[src/rtl/bnc_pkg.sv]
// Shared constants, item types and a helper function of the binary 3x3 convolution block.
package bnc_pkg;

  localparam int IMAGE_WIDTH  = 28;
  localparam int IN_CHANNELS  = 3;
  localparam int OUT_CHANNELS = 3;

  localparam int ROW_W      = 28;              // width of one packed input row field
  localparam int IDX_W      = 5;               // row and column index width
  localparam int CNT_W      = 5;               // match count width
  localparam int WEIGHT_W   = 27;
  localparam int NUM_WEIGHT = 3;
  localparam int WIN_BITS   = 9 * IN_CHANNELS;
  localparam int ADDR_W     = 4;
  localparam int DATA_W     = 32;

  localparam logic [IDX_W-1:0] COL_LAST = IDX_W'(IMAGE_WIDTH - 3);
  localparam logic [IDX_W-1:0] ROW_LAST = IDX_W'(IMAGE_WIDTH - 1);

  // Register indexes on the configuration port.
  localparam logic [1:0] REG_WEIGHT_0 = 2'd0;
  localparam logic [1:0] REG_WEIGHT_1 = 2'd1;
  localparam logic [1:0] REG_WEIGHT_2 = 2'd2;

  typedef struct packed {
    logic [ROW_W-1:0] row_bits_ch0;
    logic [ROW_W-1:0] row_bits_ch1;
    logic [ROW_W-1:0] row_bits_ch2;
  } in_item_t;

  typedef struct packed {
    logic [IDX_W-1:0] out_row;
    logic [IDX_W-1:0] out_col;
    logic [CNT_W-1:0] match_count_0;
    logic [CNT_W-1:0] match_count_1;
    logic [CNT_W-1:0] match_count_2;
    logic [2:0]       activations;
    logic             last_in_row;
  } out_item_t;

  typedef logic [NUM_WEIGHT-1:0][WEIGHT_W-1:0] weights_t;

  // One window column position handed from the row shifters to the evaluator.
  typedef struct packed {
    logic                valid;
    logic                last;
    logic [IDX_W-1:0]    row;
    logic [IDX_W-1:0]    col;
    logic [WIN_BITS-1:0] bits;
  } win_t;

  // Counts ones three bits at a time so the adder chain stays short.
  function automatic logic [CNT_W-1:0] popcount(input logic [WIN_BITS-1:0] v);
    logic [CNT_W-1:0] total;
    logic [1:0]       part;
    total = '0;
    for (int g = 0; g < WIN_BITS / 3; g++) begin
      part  = 2'(v[3*g]) + 2'(v[3*g+1]) + 2'(v[3*g+2]);
      total = total + CNT_W'(part);
    end
    return total;
  endfunction

endpackage

[src/rtl/bnc_cfg.sv]
// Configuration register file holding the three binary kernels behind an APB-style port.
module bnc_cfg (
  input  logic                      clk,
  input  logic                      rst,
  input  logic                      psel,
  input  logic                      penable,
  input  logic                      pwrite,
  input  logic [bnc_pkg::ADDR_W-1:0] paddr,
  input  logic [bnc_pkg::DATA_W-1:0] pwdata,
  output logic [bnc_pkg::DATA_W-1:0] prdata,
  output logic                      pready,
  output bnc_pkg::weights_t         weights
);

  logic       wr_en;
  logic [1:0] reg_idx;

  assign pready  = 1'b1;
  assign wr_en   = psel && penable && pwrite;
  assign reg_idx = paddr[3:2];

  always_ff @(posedge clk) begin
    if (rst) begin
      weights <= '0;
    end else if (wr_en) begin
      unique case (reg_idx)
        bnc_pkg::REG_WEIGHT_0: weights[0] <= pwdata[bnc_pkg::WEIGHT_W-1:0];
        bnc_pkg::REG_WEIGHT_1: weights[1] <= pwdata[bnc_pkg::WEIGHT_W-1:0];
        bnc_pkg::REG_WEIGHT_2: weights[2] <= pwdata[bnc_pkg::WEIGHT_W-1:0];
        default: ;
      endcase
    end
  end

  always_comb begin
    unique case (reg_idx)
      bnc_pkg::REG_WEIGHT_0: prdata = bnc_pkg::DATA_W'(weights[0]);
      bnc_pkg::REG_WEIGHT_1: prdata = bnc_pkg::DATA_W'(weights[1]);
      bnc_pkg::REG_WEIGHT_2: prdata = bnc_pkg::DATA_W'(weights[2]);
      default:               prdata = '0;
    endcase
  end

endmodule

[src/rtl/bnc_rowshift.sv]
// Line store, row counter and per-row shift registers that step the 3x3 window one column a cycle unless stalled.
module bnc_rowshift (
  input  logic              clk,
  input  logic              rst,
  input  logic              in_valid,
  output logic              in_ready,
  input  bnc_pkg::in_item_t in_data,
  input  logic              take,
  output bnc_pkg::win_t     win
);

  localparam int W = bnc_pkg::IMAGE_WIDTH;

  logic                      busy;
  logic [bnc_pkg::IDX_W-1:0] col;
  logic [bnc_pkg::IDX_W-1:0] row_counter;
  logic [bnc_pkg::IDX_W-1:0] out_row;
  logic                      accept;

  logic [bnc_pkg::ROW_W-1:0] in_rows [3];
  logic [W-1:0]              prev2 [bnc_pkg::IN_CHANNELS];
  logic [W-1:0]              prev1 [bnc_pkg::IN_CHANNELS];
  // Shifters per channel: oldest row, middle row, newest row.
  logic [W-1:0]              sr [bnc_pkg::IN_CHANNELS][3];

  assign in_rows[0] = in_data.row_bits_ch0;
  assign in_rows[1] = in_data.row_bits_ch1;
  assign in_rows[2] = in_data.row_bits_ch2;

  // A new row may be taken in the same cycle the last column leaves.
  assign in_ready = !busy || (take && col == bnc_pkg::COL_LAST);
  assign accept   = in_valid && in_ready;

  always_ff @(posedge clk) begin
    if (rst) begin
      busy        <= 1'b0;
      col         <= '0;
      row_counter <= '0;
    end else if (accept) begin
      busy        <= (row_counter >= bnc_pkg::IDX_W'(2));
      col         <= '0;
      row_counter <= (row_counter == bnc_pkg::ROW_LAST) ? '0
                                                        : row_counter + bnc_pkg::IDX_W'(1);
    end else if (take) begin
      if (col == bnc_pkg::COL_LAST) begin
        busy <= 1'b0;
      end else begin
        col <= col + bnc_pkg::IDX_W'(1);
      end
    end
  end

  always_ff @(posedge clk) begin
    if (accept) begin
      out_row <= row_counter - bnc_pkg::IDX_W'(2);
      for (int c = 0; c < bnc_pkg::IN_CHANNELS; c++) begin
        prev2[c] <= prev1[c];
        prev1[c] <= in_rows[c][W-1:0];
        sr[c][0] <= prev2[c];
        sr[c][1] <= prev1[c];
        sr[c][2] <= in_rows[c][W-1:0];
      end
    end else if (take) begin
      for (int c = 0; c < bnc_pkg::IN_CHANNELS; c++) begin
        for (int r = 0; r < 3; r++) begin
          sr[c][r] <= {sr[c][r][W-2:0], 1'b0};
        end
      end
    end
  end

  always_comb begin
    win.valid = busy;
    win.last  = (col == bnc_pkg::COL_LAST);
    win.row   = out_row;
    win.col   = col;
    win.bits  = '0;
    for (int c = 0; c < bnc_pkg::IN_CHANNELS; c++) begin
      for (int r = 0; r < 3; r++) begin
        win.bits[bnc_pkg::WIN_BITS-1-9*c-3*r -: 3] = sr[c][r][W-1 -: 3];
      end
    end
  end

  a_col_range: assert property (@(posedge clk) disable iff (rst)
    busy |-> col <= bnc_pkg::COL_LAST)
    else $error("column index ran past the last output column");

  a_row_range: assert property (@(posedge clk) disable iff (rst)
    row_counter <= bnc_pkg::ROW_LAST)
    else $error("row counter ran past the image height");

  a_start: assert property (@(posedge clk) disable iff (rst)
    accept && row_counter >= bnc_pkg::IDX_W'(2) |=> busy && col == '0)
    else $error("a third or later row did not start its column sweep");

  a_finish: assert property (@(posedge clk) disable iff (rst)
    take && col == bnc_pkg::COL_LAST && !accept |=> !busy)
    else $error("sweep did not end after the last column");

endmodule

[src/rtl/bnc_eval.sv]
// XNOR and popcount of one window against each kernel, with the registered result stage.
module bnc_eval (
  input  logic               clk,
  input  logic               rst,
  input  bnc_pkg::win_t      win,
  input  bnc_pkg::weights_t  weights,
  output logic               take,
  output logic               out_valid,
  input  logic               out_ready,
  output bnc_pkg::out_item_t out_data
);

  logic [bnc_pkg::CNT_W-1:0] cnt [3];
  logic [2:0]                act;
  bnc_pkg::out_item_t        item_next;

  assign take = win.valid && (!out_valid || out_ready);

  always_comb begin
    for (int oc = 0; oc < 3; oc++) begin
      cnt[oc] = '0;
      act[oc] = 1'b0;
      if (oc < bnc_pkg::OUT_CHANNELS) begin
        cnt[oc] = bnc_pkg::popcount(~(win.bits ^ weights[oc][bnc_pkg::WIN_BITS-1:0]));
        act[oc] = ({1'b0, cnt[oc], 1'b0} > (bnc_pkg::CNT_W + 2)'(bnc_pkg::WIN_BITS));
      end
    end
    item_next.out_row       = win.row;
    item_next.out_col       = win.col;
    item_next.match_count_0 = cnt[0];
    item_next.match_count_1 = cnt[1];
    item_next.match_count_2 = cnt[2];
    item_next.activations   = act;
    item_next.last_in_row   = win.last;
  end

  always_ff @(posedge clk) begin
    if (rst) begin
      out_valid <= 1'b0;
    end else if (take) begin
      out_valid <= 1'b1;
    end else if (out_ready) begin
      out_valid <= 1'b0;
    end
  end

  always_ff @(posedge clk) begin
    if (take) begin
      out_data <= item_next;
    end
  end

  a_capture: assert property (@(posedge clk) disable iff (rst)
    take |=> out_valid && out_data.out_col == $past(win.col))
    else $error("result stage did not capture the current column");

endmodule

[src/rtl/binary_conv3x3_xnor_popcount.sv]
// Top level of the binarized 3x3 XNOR-popcount convolution block.
//
//  channel  direction  handshake            payload
//  in       input      in_valid/in_ready    in_data  (one image row, three channels)
//  out      output     out_valid/out_ready  out_data (one output column result)
//  cfg      input      psel/penable/pwrite  paddr, pwdata, prdata (three kernels)
//
// The first two rows of an image are stored and give no result.
// Every later row gives 26 column results: the row shifters step one column per cycle.
// A stalled output holds the shifters; a new row is taken as the last column leaves.
// Reset clears the row counter and handshake state; the line store is filled by
// the first two rows of each image before it is read.
module binary_conv3x3_xnor_popcount (
  input  logic                       clk,
  input  logic                       rst,
  input  logic                       in_valid,
  output logic                       in_ready,
  input  bnc_pkg::in_item_t          in_data,
  output logic                       out_valid,
  input  logic                       out_ready,
  output bnc_pkg::out_item_t         out_data,
  input  logic                       psel,
  input  logic                       penable,
  input  logic                       pwrite,
  input  logic [bnc_pkg::ADDR_W-1:0] paddr,
  input  logic [bnc_pkg::DATA_W-1:0] pwdata,
  output logic [bnc_pkg::DATA_W-1:0] prdata,
  output logic                       pready
);

  bnc_pkg::weights_t weights;
  bnc_pkg::win_t     win;
  logic              take;

  bnc_cfg u_cfg (
    .clk     (clk),
    .rst     (rst),
    .psel    (psel),
    .penable (penable),
    .pwrite  (pwrite),
    .paddr   (paddr),
    .pwdata  (pwdata),
    .prdata  (prdata),
    .pready  (pready),
    .weights (weights)
  );

  bnc_rowshift u_rowshift (
    .clk      (clk),
    .rst      (rst),
    .in_valid (in_valid),
    .in_ready (in_ready),
    .in_data  (in_data),
    .take     (take),
    .win      (win)
  );

  bnc_eval u_eval (
    .clk       (clk),
    .rst       (rst),
    .win       (win),
    .weights   (weights),
    .take      (take),
    .out_valid (out_valid),
    .out_ready (out_ready),
    .out_data  (out_data)
  );

endmodule
[config.mk]
export PLATFORM = sky130hd
export DESIGN_NAME = binary_conv3x3_xnor_popcount
export DESIGN_NICKNAME = d
export VERILOG_FILES = /design/src/rtl/bnc_pkg.sv /design/src/rtl/bnc_cfg.sv /design/src/rtl/bnc_rowshift.sv /design/src/rtl/bnc_eval.sv /design/src/rtl/binary_conv3x3_xnor_popcount.sv
export SDC_FILE = /design/constraint.sdc
export NUM_CORES = 1
export LEC_CHECK = 0
export ABC_AREA = 1
export BUFFER_PORTS_ARGS = -buffer_cell sky130_fd_sc_hd__buf_2
export CORE_ASPECT_RATIO = 1.1
export CORE_MARGIN = 2
export CORE_UTILIZATION = 54
export DETAILED_ROUTE_END_ITERATION = 10
export PLACE_DENSITY = 0.83
export SETUP_SLACK_MARGIN = 0.4
export SYNTH_ARGS = -nofsm -noshare
export SYNTH_HDL_FRONTEND = slang
export SYNTH_SLANG_ARGS = --single-unit
[constraint.sdc]
create_clock -name clk -period 7.18 [get_ports clk]
set_input_delay 0 -clock clk [delete_from_list [all_inputs] [get_ports clk]]
set_output_delay 0 -clock clk [all_outputs]
set_load 0.01 [all_outputs]
==> impl_metrics.toml <==
[clocking]
cts_sinks = 547
clk_path_buf_depth = 3
root_buffer = "clkbuf_16"
cts_tree = "built"
numCtsBuffers = 53
path_clk_slew_ps = 60
clk_latency_ps = 590
cts_resized = 0
htreeDepth = 2

[worst_setup_path]
slowest_stage = "fa_1"
rr_startpoint = "u_rowshift.sr[0][221]"
worstPathMaxFanout = 4
worst_path_most_repeated_cell = "fa_1"
required_ps = 7510
arrival_ps = 6330
end_kind = "register"
worstSetupPathType = "register to register"
path_cells = "xnor2_1 > fa_1 > inv_1 > fa_1 > inv_1 > ha_1 > inv_1 > fa_1 > fa_1 > fa_1 > fa_1 > inv_1 > fa_1 > ha_1 > fa_1 > nand2_1 > inv_1 > nor2_1 > o21bai_1 > xnor2_1 > inv_1"
crit_path_start_kind = "register"
crit_start = "u_rowshift.sr[0][221]"
slowest_delay_ps = 540

[synthesis]
synth_cell_types = 28
synth_area_leaders = "edfxtp_1 57%, nand2_1 14%, dfxtp_1 8.5%"
synth_top_area_cell = "edfxtp_1"
synth.cell_area_mm2 = 0.0236
synthCells = 2133
yosys_warnings = 0
avgSynthCellArea_um2 = 11.0
yosysSeqAreaShare = 0.655
synth_seq_cells = 547
synth_top_area_share = 0.570

[pwr]
power.total_w = 0.0116
p_per_area_mw_per_mm2 = 419
leakage_nw = 12.0
ir_worst_vdd_v = 0.000609

[sta]
period_minus_slack_ps = 6010
worst_pin_slew_ps = 1220
fmax_mhz = 166
layout_setup_ws_ps = 1170
clock-skew-final_ps = 13.6
drv_slew = 0
rsz0062_at_grt = "false"
setup_violations = 0
whs_ps = 135
timing.final.crit_share = 0.837
setup-tns-final_ps = 0
hold_viol = 0
max-slew-margin-rel = 0.184

[global_routing]
grt_use_total = 0.223
grt_pass1_vias = 15600
antenna_found_initial = 8
grt_max_degree = 191
grt-ovfl-total = 0
grt_pass1_wl_um = 79500

[detailed_routing]
ant_nets = 0
routed_via_density = 5.18
routedWlPerCell_um = 16.7
dr.pass1.iters = 6
vias = 15700
drt-initial-drc-count = 1451
drc = 0
wirelength_um = 50600

[placed_design]
hpwl_um = 30000
place_congestion = 0.884
numPortBuffers = 177
dp_slack_ps = 1170

[floorplanning]
start_util = 0.545
rows = 80
io_pins = 191
die_y_um = 223
core_area_mm2 = 0.0432
fp.dieW_um = 203
fp.dieArea_mm2 = 0.0453

[min_path]
hold_start = "in_data[10]"
hold_path_class = "primary input to register"

[status]
status = "completed"

[cells_and_area]
syn2layout_area_growth_pct = 17.7
layout-drive-gt1-share = 0.115
n_fill_cell = 3122
nets = 2628
fin_util = 0.641

[run]
maxCapViolCount = 0
[synth_stat cells]
master / number
nor2_2: 1
ha_1: 36
nor2_1: 183
edfxtp_1: 447
conb_1: 2
nand2_4: 2
xnor2_1: 46
o21bai_1: 3
nand2_2: 1
xor2_1: 43
nand2_1: 849
o21ai_0: 98
buf_1: 2
nand4_1: 3
buf_6: 24
inv_2: 4
fa_1: 57
clkbuf_1: 36
nand3_1: 46
nand3_2: 1
buf_2: 15
or2_2: 2
dfxtp_1: 100
clkinv_1: 4
inv_1: 103
buf_4: 11
a21boi_1: 1
a21oi_1: 13
[cells in the final DEF (no fill, tap or decap), drive strengths merged, types with 46 or more instances in the layout]
cell type and count:
inv 110, clkbuf 64, dlygate4sd3 115, nor2 184, fa 57, xnor2 46, edfxtp 447, o21ai 98
nand3 47, dfxtp 100, nand2 852, buf 189
[sequential cells by signal, indices dropped and copies added (netlist names)]
| signal | cells |
|---|---|
| u_cfg.weights | 81 |
| u_eval.out_data | 29 |
| u_eval.out_valid | 1 |
| u_rowshift.busy | 1 |
| u_rowshift.col | 5 |
| u_rowshift.out_row | 5 |
| u_rowshift.prev1 | 84 |
| u_rowshift.prev2 | 84 |
| u_rowshift.row_counter | 5 |
| u_rowshift.sr | 252 |
[cell type report]
cell class	instances	area [um2]	share of cell area
Tap cell	574	718	0.0259
Clock inverter	35	400	0.0144
Inverter	111	422	0.0152
Clock buffer	64	1390	0.0501
Timing Repair Buffer	304	2150	0.0776
Sequential cell	547	15400	0.557
Multi-Input combinational cell	1391	7190	0.260
Antenna cell	7	17.5	0.000632
[metrics by stage]
step	area, um2	std cells
5_1_grt	27700	3033
6_report	27700	3033
4_1_cts	27700	3026
3_5_place_dp	24800	2812
3_3_place_gp	24800	2812
2_1_floorplan	23600	2137
[routing by layer]
layer  wire length (um)  global-route usage  vias to the layer above  share of wire
met1              19600               0.274                     7534           0.39
met3               3080              0.0413                      118          0.061
met4               2000               0.100                        2          0.039
li1                   -                   -                     7488              -
met5                 13                   0                        -        0.00026
met2              25800               0.384                      565           0.51
[worst paths after layout]
| check | endpoint | slack (ps) | cells past startpoint |
|---|---|---|---|
| worst max-delay path | u_eval.out_data[18] | 1170 | 21 |
| worst min-delay path | u_rowshift.prev1[0][66] | 140 | 2 |
| worst max register to register | u_eval.out_data[18] | 1170 | 21 |
| worst min register to register | u_eval.out_data[27] | 430 | 0 |
[report_power, final]
part	switching, W	internal, W
Combinational	0.00264	0.00179
Sequential	0.000147	0.00419
Clock	0.00116	0.00170
[worst max-delay path: cells and delay by family, from the launching register on]
kind	cells	cell delay [ps]
XOR/XNOR	2	380
AND/OR/NAND/NOR	2	190
buffers and inverters	6	300
flip-flops	1	470
adder cells (fa/ha/maj)	10	4330
AO/OA/AOI/OAI	1	80
[cells by family (layout without fill, tap and decap cells)]
logic type | Yosys count | in the layout | share of synthesized area
simple gates | 1088 | 1088 | 0.177
flops | 547 | 547 | 0.655
buf+inv | 199 | 514 | 0.0419
compound gates | 115 | 115 | 0.0249
fa+ha+maj | 93 | 93 | 0.0676
xor+xnor | 89 | 89 | 0.0331
other cells | 2 | 13 | 0.000319
[timing repair]
| item | in CTS | in global routing |
|---|---|---|
| hold endpoints to repair | 266 | 0 |
| hold buffers | 115 | 0 |
| setup buffers | 0 | 0 |
(Power assumes the default switching activity.)
